--- src/rtl/gps_pkg.sv ---
// Package: phase codes, command tables and the result word type for the poll sequencer.
`default_nettype none
package gps_pkg;

    localparam int unsigned DeadZoneW     = 7;
    localparam logic [6:0]  DeadZoneReset = 7'd7;
    localparam logic [7:0]  IdAnalog      = 8'hF3;
    localparam logic [7:0]  RestValue     = 8'h7F;
    localparam logic [3:0]  ConnLen       = 4'd5;
    localparam logic [3:0]  FullLen       = 4'd9;
    localparam logic [3:0]  LastIdx       = 4'd8;

    typedef enum logic [2:0] {
        PH_CONN  = 3'd0,
        PH_MODE  = 3'd1,
        PH_SETUP = 3'd2,
        PH_EXIT  = 3'd3,
        PH_RUN   = 3'd4
    } t_phase;

    // Input word kinds
    localparam logic KindTick = 1'b0;
    localparam logic KindByte = 1'b1;

    typedef struct packed {
        logic        tx_valid;
        logic [7:0]  tx_byte;
        logic        select_active;
        logic        frame_done;
        logic [15:0] buttons;
        logic        command_active;
        logic        data_stable;
        logic [7:0]  stick_rx;
        logic [7:0]  stick_ry;
        logic [7:0]  stick_lx;
        logic [7:0]  stick_ly;
        logic        analog_ready;
    } t_result;

    // Command byte of a frame at a byte position (positions past the end read the last one)
    function automatic logic [7:0] cmd_byte(input t_phase ph, input logic [3:0] idx);
        logic [7:0] b;
        b = 8'h00;
        unique case (ph)
            PH_MODE: begin
                unique case (idx)
                    4'd0:    b = 8'h01;
                    4'd1:    b = 8'h44;
                    4'd3:    b = 8'h01;
                    4'd4:    b = 8'h03;
                    default: b = 8'h00;
                endcase
            end
            PH_EXIT: begin
                unique case (idx)
                    4'd0:    b = 8'h01;
                    4'd1:    b = 8'h43;
                    4'd2:    b = 8'h00;
                    4'd3:    b = 8'h00;
                    default: b = 8'h5A;
                endcase
            end
            PH_SETUP, PH_RUN: begin
                unique case (idx)
                    4'd0:    b = 8'h01;
                    4'd1:    b = 8'h42;
                    default: b = 8'h00;
                endcase
            end
            default: begin
                unique case (idx)
                    4'd0:    b = 8'h01;
                    4'd1:    b = 8'h43;
                    4'd3:    b = 8'h01;
                    default: b = 8'h00;
                endcase
            end
        endcase
        return b;
    endfunction

    // Stick byte lies within the rest band around the center value
    function automatic logic in_band(input logic [7:0] v, input logic [6:0] dz);
        logic [7:0] lo;
        logic [7:0] hi;
        lo = RestValue - {1'b0, dz};
        hi = RestValue + {1'b0, dz};
        return (v >= lo) && (v <= hi);
    endfunction

endpackage
`default_nettype wire

--- src/rtl/gps_seq.sv ---
// Frame sequencer: phase, byte position and frame bytes, plus the result of one word.
`default_nettype none
module gps_seq (
    input  wire logic                          i_clk,
    input  wire logic                          i_rst_n,
    input  wire logic                          i_step,
    input  wire logic                          i_kind,
    input  wire logic [7:0]                    i_rx_byte,
    input  wire logic [gps_pkg::DeadZoneW-1:0] i_dead_zone,
    output gps_pkg::t_result                   o_result
);
    import gps_pkg::*;

    t_phase      r_phase,    n_phase;
    logic [3:0]  r_byte_idx, n_byte_idx;
    logic        r_in_frame, n_in_frame;
    logic [7:0]  r_last_stick, n_last_stick;
    logic [7:0]  r_frame [0:8];

    t_phase      cur_ph;
    logic [3:0]  idx;
    logic [3:0]  idx_next;
    logic [3:0]  len;
    logic        wr_en;
    logic [7:0]  b3, b4, b5, b6, b7, b8;
    logic        all_rest;
    t_result     res;

    // Fold unknown phase codes onto the connect frame
    always_comb begin
        unique case (r_phase)
            PH_MODE, PH_SETUP, PH_EXIT, PH_RUN: cur_ph = r_phase;
            default:                            cur_ph = PH_CONN;
        endcase
    end

    assign idx      = (r_byte_idx < LastIdx) ? r_byte_idx : LastIdx;
    assign idx_next = idx + 4'd1;
    assign len      = (cur_ph == PH_CONN) ? ConnLen : FullLen;
    assign wr_en    = (i_kind == KindByte) && r_in_frame;

    // Frame bytes at poll end; the last one arrives with this word
    assign b3 = r_frame[3];
    assign b4 = r_frame[4];
    assign b5 = r_frame[5];
    assign b6 = r_frame[6];
    assign b7 = r_frame[7];
    assign b8 = i_rx_byte;
    assign all_rest = (b3 == 8'hFF) && (b4 == 8'hFF)
                   && in_band(b5, i_dead_zone) && in_band(b6, i_dead_zone)
                   && in_band(b7, i_dead_zone) && in_band(b8, i_dead_zone);

    // Step the sequencer for one word
    always_comb begin
        n_phase      = r_phase;
        n_byte_idx   = r_byte_idx;
        n_in_frame   = r_in_frame;
        n_last_stick = r_last_stick;
        res          = '0;
        if (i_kind == KindTick) begin
            if (!r_in_frame) begin
                n_in_frame   = 1'b1;
                n_byte_idx   = 4'd0;
                res.tx_valid = 1'b1;
                res.tx_byte  = cmd_byte(cur_ph, 4'd0);
            end
            res.select_active = 1'b1;
        end else if (r_in_frame) begin
            n_byte_idx = idx_next;
            if (idx_next < len) begin
                res.tx_valid      = 1'b1;
                res.tx_byte       = cmd_byte(cur_ph, idx_next);
                res.select_active = 1'b1;
            end else begin
                n_in_frame     = 1'b0;
                n_byte_idx     = 4'd0;
                res.frame_done = 1'b1;
                unique case (cur_ph)
                    PH_RUN: begin
                        res.buttons        = ~{b4, b3};
                        res.command_active = !all_rest;
                        res.data_stable    = (b5 == r_last_stick);
                        n_last_stick       = b5;
                        res.stick_rx       = b5;
                        res.stick_ry       = b6;
                        res.stick_lx       = b7;
                        res.stick_ly       = b8;
                    end
                    PH_EXIT:  n_phase = (r_frame[1] == IdAnalog) ? PH_RUN : PH_CONN;
                    PH_CONN:  n_phase = PH_MODE;
                    PH_MODE:  n_phase = PH_SETUP;
                    default:  n_phase = PH_EXIT;
                endcase
            end
        end
        res.analog_ready = (n_phase == PH_RUN);
    end

    assign o_result = res;

    // Hold sequencer state
    always_ff @(posedge i_clk) begin
        if (!i_rst_n) begin
            r_phase      <= PH_CONN;
            r_byte_idx   <= 4'd0;
            r_in_frame   <= 1'b0;
            r_last_stick <= 8'd0;
        end else if (i_step) begin
            r_phase      <= n_phase;
            r_byte_idx   <= n_byte_idx;
            r_in_frame   <= n_in_frame;
            r_last_stick <= n_last_stick;
        end
    end

    // Store received frame bytes
    always_ff @(posedge i_clk) begin
        if (i_step && wr_en) begin
            r_frame[idx] <= i_rx_byte;
        end
    end

endmodule
`default_nettype wire

--- src/rtl/gamepad_poll_sequencer.sv ---
// Top level: input and result registers, dead zone register and the frame sequencer.
//
// Usage: each input word is either a scan tick (kind 0) that opens a frame or a
// byte received from the pad (kind 1). Every accepted word yields exactly one
// result word carrying the next command byte to shift out, the select state,
// the frame end flag and, at the end of a poll frame, buttons and sticks.
// Both data channels use valid/stall; a word moves when valid is high and
// stall is low. The dead zone register is written through its own valid/ready
// port, which is always ready; write it only while the block is idle.
// A word accepted into the input register runs through the sequencer, and its
// result is held in the result register until the receiver takes it.
// Throughput is one word per cycle while the receiver does not stall, set by
// the single input register feeding the sequencer.
// When the receiver stalls, the result holds and the input register fills;
// stall then reaches the sender once both stages are occupied.
// Reset (synchronous, active low) empties both stages, returns to the connect
// frame and loads the dead zone with 7.
`default_nettype none
module gamepad_poll_sequencer (
    input  wire logic                          i_clk,
    input  wire logic                          i_rst_n,
    input  wire logic                          i_in_valid,
    output logic                               o_in_stall,
    input  wire logic                          i_kind,
    input  wire logic [7:0]                    i_rx_byte,
    input  wire logic                          i_cfg_valid,
    output logic                               o_cfg_ready,
    input  wire logic [gps_pkg::DeadZoneW-1:0] i_cfg_data,
    output logic                               o_out_valid,
    input  wire logic                          i_out_stall,
    output logic                               o_tx_valid,
    output logic [7:0]                         o_tx_byte,
    output logic                               o_select_active,
    output logic                               o_frame_done,
    output logic [15:0]                        o_buttons,
    output logic                               o_command_active,
    output logic                               o_data_stable,
    output logic [7:0]                         o_stick_rx,
    output logic [7:0]                         o_stick_ry,
    output logic [7:0]                         o_stick_lx,
    output logic [7:0]                         o_stick_ly,
    output logic                               o_analog_ready
);
    import gps_pkg::*;

    logic                 r_in_valid;
    logic                 r_kind;
    logic [7:0]           r_rx_byte;
    logic                 r_out_valid;
    t_result              r_out;
    logic [DeadZoneW-1:0] r_dead_zone;
    logic                 step;
    t_result              seq_res;

    // Advance when the result register is free or being drained
    assign step        = r_in_valid && (!r_out_valid || !i_out_stall);
    assign o_in_stall  = r_in_valid && !step;
    assign o_cfg_ready = 1'b1;

    // Capture input words
    always_ff @(posedge i_clk) begin
        if (!i_rst_n) begin
            r_in_valid <= 1'b0;
        end else if (!o_in_stall) begin
            r_in_valid <= i_in_valid;
        end
    end

    always_ff @(posedge i_clk) begin
        if (!o_in_stall && i_in_valid) begin
            r_kind    <= i_kind;
            r_rx_byte <= i_rx_byte;
        end
    end

    // Hold the dead zone register
    always_ff @(posedge i_clk) begin
        if (!i_rst_n) begin
            r_dead_zone <= DeadZoneReset;
        end else if (i_cfg_valid && o_cfg_ready) begin
            r_dead_zone <= i_cfg_data;
        end
    end

    gps_seq u_seq (
        .i_clk       (i_clk),
        .i_rst_n     (i_rst_n),
        .i_step      (step),
        .i_kind      (r_kind),
        .i_rx_byte   (r_rx_byte),
        .i_dead_zone (r_dead_zone),
        .o_result    (seq_res)
    );

    // Register results; drop valid once taken
    always_ff @(posedge i_clk) begin
        if (!i_rst_n) begin
            r_out_valid <= 1'b0;
        end else if (step) begin
            r_out_valid <= 1'b1;
        end else if (!i_out_stall) begin
            r_out_valid <= 1'b0;
        end
    end

    always_ff @(posedge i_clk) begin
        if (step) begin
            r_out <= seq_res;
        end
    end

    assign o_out_valid      = r_out_valid;
    assign o_tx_valid       = r_out.tx_valid;
    assign o_tx_byte        = r_out.tx_byte;
    assign o_select_active  = r_out.select_active;
    assign o_frame_done     = r_out.frame_done;
    assign o_buttons        = r_out.buttons;
    assign o_command_active = r_out.command_active;
    assign o_data_stable    = r_out.data_stable;
    assign o_stick_rx       = r_out.stick_rx;
    assign o_stick_ry       = r_out.stick_ry;
    assign o_stick_lx       = r_out.stick_lx;
    assign o_stick_ly       = r_out.stick_ly;
    assign o_analog_ready   = r_out.analog_ready;

endmodule
`default_nettype wire
--- config.mk ---
export PLATFORM = sky130hd
export DESIGN_NAME = gamepad_poll_sequencer
export DESIGN_NICKNAME = d
export VERILOG_FILES = /design/src/rtl/gps_pkg.sv /design/src/rtl/gps_seq.sv /design/src/rtl/gamepad_poll_sequencer.sv
export SDC_FILE = /design/constraint.sdc
export NUM_CORES = 1
export LEC_CHECK = 0
export BUFFER_PORTS_ARGS = -buffer_cell sky130_fd_sc_hd__buf_2
export CORE_UTILIZATION = 53
export DETAILED_ROUTE_END_ITERATION = 16
export GPL_TIMING_DRIVEN = 0
export PLACE_DENSITY = 0.77
export SLEW_MARGIN = 20
export SYNTH_ARGS = -nofsm -noshare
export SYNTH_HDL_FRONTEND = slang
export SYNTH_HIERARCHICAL = 1
export SYNTH_SLANG_ARGS = --single-unit
--- constraint.sdc ---
create_clock -name i_clk -period 6.9 [get_ports i_clk]
set_input_delay 0.69 -clock i_clk [delete_from_list [all_inputs] [get_ports i_clk]]
set_output_delay 0.69 -clock i_clk [all_outputs]
set_load 0.005 [all_outputs]
# Yosys cells after proc, flatten, opt, wreduce, memory -nomap -nowiden
# Memories as Yosys holds them, arrays and structs flattened.
# Cells that the tools add are included.
[totals]
out_inout_bits = 65
word_cells = 120
ff_bits = 96
n_memories = 1
ramBits = 72
[op_classes]
magnitude_cmp = 10
n_eq_ne = 20
n_bitwise = 5
n_reduce_logical = 30
addsub = 3
mux = 30
[memory_table]
columns = ["memory", "words", "width", "rd", "rd_clocked_by_memory_dff", "write_ports", "line", "text"]
rows = [
  ["u_seq.r_frame", 9, 8, 6, 0, 1, "gps_seq.sv:18", "logic [7:0] r_frame [0:8];"],
]
[ops]
columns = ["op", "count"]
rows = [
  ["2-to-1 mux 61 bit", 1],
  ["2-to-1 mux 51 bit", 1],
  ["2-to-1 mux 50 bit", 1],
  ["case mux 7 bit (3 select lines)", 2],
  ["greater-or-equal comparator 8 bit", 4],
  ["less-or-equal comparator 8 bit", 4],
  ["case mux 7 bit (2 select lines)", 2],
  ["equality test 8 bit, second input constant", 3],
  ["2-to-1 mux 4 bit", 6],
  ["case mux 8 bit (3 select lines)", 1],
  ["2-to-1 mux 10 bit", 2],
  ["inverter 16 bit", 1],
  ["2-to-1 mux 3 bit", 5],
  ["logical AND 1 bit", 14],
  ["equality test 3 x 2 -> 1 bit, second input constant", 4],
  ["case mux 3 bit (4 select lines)", 1],
  ["equality test 3 bit, second input constant", 3],
  ["2-to-1 mux 9 bit", 1],
  ["adder 7 x 7 -> 8 bit, first input constant", 1],
  ["equality test 4 x 2 -> 1 bit, second input constant", 2],
  ["equality test 8 bit", 1],
  ["OR reduction 4 bit", 2],
  ["subtractor 7 x 7 -> 8 bit, first input constant", 1],
  ["2-to-1 mux 1 bit", 7],
  ["17 further kinds", 28],
]

# Logic depth before layout (Yosys ltp)
[depth]
depth_word = 12
ltp_mapped = 12
mapped_depth_nobuf = 12

# Cells and area by module
# Netlist, hierarchy kept.
[by_module_without_submodules]
columns = ["module", "cells_per_inst", "area_per_inst_um2", "n_inst", "seq_area_each_um2"]
rows = [
  ["gps_seq", 468, 4595.7, 1, 1761.7],
  ["gamepad_poll_sequencer", 103, 2484.9, 1, 2312.2],
]

# Worst setup path before layout
# OpenSTA, ideal clock, no wires.
[synth_timing]
kind = "input-to-reg"
start = "input i_out_stall"
end = "memory u_seq.r_frame[3][0] (enable)"
slack_ns = 0.371
required_ns = 6.568
arrival_ns = 6.198
n_path_buf = 1
path_stages = 4
setup_ns = 0.332
cell_sequence = "a21boi_0 -> clkbuf_1 -> nor4bb_1 -> and2_1"
[synth_between]
elab_chain_cells = 6
[synth_rtl]
columns = ["element", "line", "text"]
rows = [
  ["from (decl)", "gamepad_poll_sequencer.sv:30", "input wire logic i_out_stall,"],
  ["logical NOT 1 bit", "--", ""],
  ["logical OR 1 bit", "gamepad_poll_sequencer.sv:56", "assign step = r_in_valid && (!r_out_valid || !i_out_stall);"],
  ["logical AND 1 bit", "gamepad_poll_sequencer.sv:56", ""],
  ["logical AND 1 bit", "gps_seq.sv:118", "if (i_step && wr_en) begin"],
  ["2-to-1 mux 1 bit", "gps_seq.sv:118", ""],
  ["2-to-1 mux 1 bit (not written as such)", "gps_seq.sv:119", "r_frame[idx] <= i_rx_byte;"],
  ["to (decl)", "gps_seq.sv:18", ""],
]
# Every way passes these cells.

# Worst setup path after layout
[layout_timing]
start = "register r_dead_zone[1]"
end = "register r_out, in the netlist o_command_active, data pin"
[layout_between]
elab_chain_cells = 8
[layout_rtl]
columns = ["element", "line", "text"]
rows = [
  ["from (decl)", "gamepad_poll_sequencer.sv:51", "logic [DeadZoneW-1:0] r_dead_zone;"],
  ["from (signal assigned)", "gamepad_poll_sequencer.sv:79", "r_dead_zone <= DeadZoneReset;"],
  ["from (signal assigned)", "gamepad_poll_sequencer.sv:81", "r_dead_zone <= i_cfg_data;"],
  ["subtractor 7 x 7 -> 8 bit / adder 7 x 7 -> 8 bit (equally long branches)", "gps_pkg.sv:86, gps_pkg.sv:87", ""],
  ["greater-or-equal comparator 8 bit / less-or-equal comparator 8 bit (equally long branches)", "gps_pkg.sv:88", "return (v >= lo) && (v <= hi);"],
  ["logical AND 1 bit", "gps_pkg.sv:88", ""],
  ["logical AND 1 bit (2 in series)", "gps_seq.sv:50", "&& in_band(b5, i_dead_zone) && in_band(b6, i_dead_zone)"],
  ["logical AND 1 bit", "gps_seq.sv:51", "&& in_band(b7, i_dead_zone) && in_band(b8, i_dead_zone);"],
  ["logical AND 1 bit (*)", "gps_seq.sv:51", ""],
  ["logical NOT 1 bit (*)", "gps_seq.sv:81", "res.command_active = !all_rest;"],
  ["to (signal assigned)", "gamepad_poll_sequencer.sv:108", "r_out <= seq_res;"],
  ["to (decl)", "gamepad_poll_sequencer.sv:50", "t_result r_out;"],
]
# Every way passes the cells marked *; elsewhere a longest branch is shown, timed or not.
# A chain may end at the register's enable or synchronous reset.

==> flow_summary.ini <==
[route]
detail_route.wl_per_cell_um = 18.4
wl_mm = 15.8
vias = 5008
drc = 0
drtPass1Iterations = 6
via_per_inst = 5.82
ant_nets = 0
dr.first_iter.drc_count = 373

[hold_path]
min_to = r_rx_byte[6]
hold_depth = 1
hold_path.class = input pin to register
hp-start = i_rx_byte[6]

[sta]
min_period_ps = 3610
fin_worst_skew_ps = 8.24
hold_violations = 0
setup_viol = 0
maxSlewHeadroom_pct = 33.1
finalSetupTns_ps = 0
rsz0062_at_grt = false
fin_crit_sh_pct = 52.3
slew_violations = 0
timing.fmax_mhz = 277
tightest_slew_ps = 994

[grt]
grtUsageTotal_pct = 24.1
overflow = 0
grt_pass1_wl_mm = 25.4
antenna_found_initial = 0
grt_max_degree = 28
first_global_vias = 5026

[place]
dp_hpwl_mm = 11.2
portBuffers = 83
place_congestion = 0.941

[critical_path]
worstPathArrival_ps = 3750
critical-path-max-stage-delay_ps = 590
cpMostUsedCell = a21oi_1
reg2reg_depth = 11
rrSetupSlack_ps = 3290
worstSetupStartpointType = register
r2r_end = o_command_active
required_ps = 7040
cp_slowest_cell = dfxtp_1
critPathKind = register to register
cp_num_buf_inv = 0
cp_max_fo = 8
r2r-start = r_dead_zone[1]
end_kind = register
cp_top_family = adder cells
cp_cell_sequence = or2_2, nor2_1, xnor2_1, ha_1, a21o_1, a21oi_1, a21boi_0, maj3_2, maj3_1, a21oi_1, a21oi_1

[floorplan]
fp.dieW_um = 118
core_area_um2 = 12800
start_util_pct = 55.2
io_pins = 86
row_count = 41
die_area_um2 = 13800
fp.dieH_um = 118

[synth]
synth_mux_area_share_pct = 1.13
synth.yosys.warnings = 6
syn_avg_cell_area_um2 = 12.4
synth_common_cells = edfxtp_1 (119), ha_1 (58), nand2_1 (40), nor2_1 (40), and2_1 (37)
synth_area_leader_cell = edfxtp_1
ys.flop_type = edfxtp_1
yosysMostFrequentCell = edfxtp_1
ys_seq_elements = 144
syn_inst = 571
synthXorXnorAreaFrac_pct = 3.00
yosysSeqAreaShare_pct = 57.5
synthArstFlopShare_pct = 0
synth_compound_area_share_pct = 10.6
synth_top_family_by_area = simple AND/OR/NAND/NOR gates
yosys.area_share.simple_pct = 14.6
syn_area_um2 = 7080
synth_adder_area_share_pct = 10.5
synth_top_cell_area_share_pct = 50.5
synth_area_leaders = edfxtp_1 (50%), ha_1 (10%), dfxtp_1 (7.1%)
synth_edf_count = 119
synth.distinct_cells = 66

[cts]
cts_root_buffer = clkbuf_16
tritoncts = built
numCtsBuffers = 17
clockBufferDepth = 2
cts_sinks = 144
htree_num_levels = 4
cts_hold_buf = 0
post_cts_resized = 0
clk_pin_slew_worst_paths_ps = 60
post_cts.repair.setup_buffers = 0
clk_latency_ps = 420

[cells_and_area]
antenna_cells = 0
fillers = 994
seqCellArea_um2 = 4070
drive_gt1_share_pct = 19.9
syn2layout_area_growth_pct = 18.2
multi_input_area_um2 = 2840
nets = 755

[flow_run]
cap_viol_max_count = 0

[power]
p_leak_uw = 0.00332
total_power_uw = 2020
power_density_nw_per_um2 = 242
ir_drop_mv = 0.173

[status]
status = finished clean
layer usage:
layer  wire [µm]  global-route usage [%]  up-vias
met5           0                       0        -
met4         440                    12.1        0
met3        1080                    5.96       39
met2        7880                    40.4      200
met1        6430                    29.1     2437
li1            -                       -     2332
layout by cell type (no fill, tap or decap), types with 8 or more instances in the layout:
master and n:
nand2_1 40, nor2b_1 14, clkbuf_16 17, o21ai_0 13, inv_1 18, xnor2_1 13
buf_2 83, nand3_1 11, clkbuf_1 12, nor2_1 40, edfxtp_1 119, dfxtp_1 25
mux2i_1 8, a21oi_1 29, nand4_1 11, a21boi_1 10, ha_1 58, and2_1 37
cells by family (layout without fill, tap and decap cells):
| family | count (synthesis) | in the layout |
|---|---|---|
| buffers and inverters | 37 | 153 |
| multiplexers | 8 | 8 |
| AND/OR/NAND/NOR | 192 | 192 |
| AO/OA/AOI/OAI | 109 | 109 |
| other | 2 | 3 |
| adder cells (fa/ha/maj) | 60 | 60 |
| flip-flops | 144 | 144 |
| XOR/XNOR | 19 | 19 |
worst max-delay path by stage:
stage | slack (ps) | from | cells past startpoint | to
detailed placement | 3390 | r_dead_zone[2] | 9 | o_command_active
CTS | 3370 | r_dead_zone[1] | 11 | o_command_active
global placement | -1540 | i_out_stall | 5 | u_seq/r_frame[6][6]
floorplan | 370 | i_out_stall | 4 | u_seq/r_frame[3][0]
global route | 3200 | u_seq/r_byte_idx[1] | 10 | o_stick_rx[5]
finish | 3290 | r_dead_zone[1] | 11 | o_command_active
cell type report:
class / count / area share [%]
Clock inverter: 12 / 1.88
Multi-Input combinational cell: 391 / 33.9
Timing Repair Buffer: 85 / 5.62
Sequential cell: 144 / 48.7
Buffer: 19 / 1.35
Inverter: 18 / 0.807
Tap cell: 172 / 2.57
Clock buffer: 19 / 5.17
state kept, by name, indices dropped and copies added (netlist names), 8 cells and up:
name / count
o_buttons: 16
u_seq/r_frame: 48
o_stick_lx: 8
u_seq/r_last_stick: 8
r_rx_byte: 8
o_tx_byte: 8
o_stick_rx: 8
o_stick_ry: 8
o_stick_ly: 8
power by group:
group	switching [µW]	internal [µW]	total [µW]	leakage, µW
Sequential	24.5	960	985	0.00133
Combinational	65.2	56.3	121	0.00171
Clock	348	569	917	0.000282
Total	438	1590	2020	0.00332
stage by stage:
stage               instance area (µm²)  setup slack [ps]  utilization [%]  instances  hold slack (ps)
finish                             8370              3290             65.3        860              439
global route                       8370              3200             65.3        860              421
detailed placement                 7780              3390             60.7        829              461
CTS                                8370              3370             65.3        860              416
floorplan                          7080               371                -        572              448
global placement                   7710             -1540             60.2        827              452
worst reg2reg max path, delay by kind of cell (launching register included):
family          cells  cell delay [ps]
xor+xnor            1              580
simple gates        2              300
compound gates      5              790
fa+ha+maj           3             1070
flops               1              590
(Power assumes the default switching activity.)
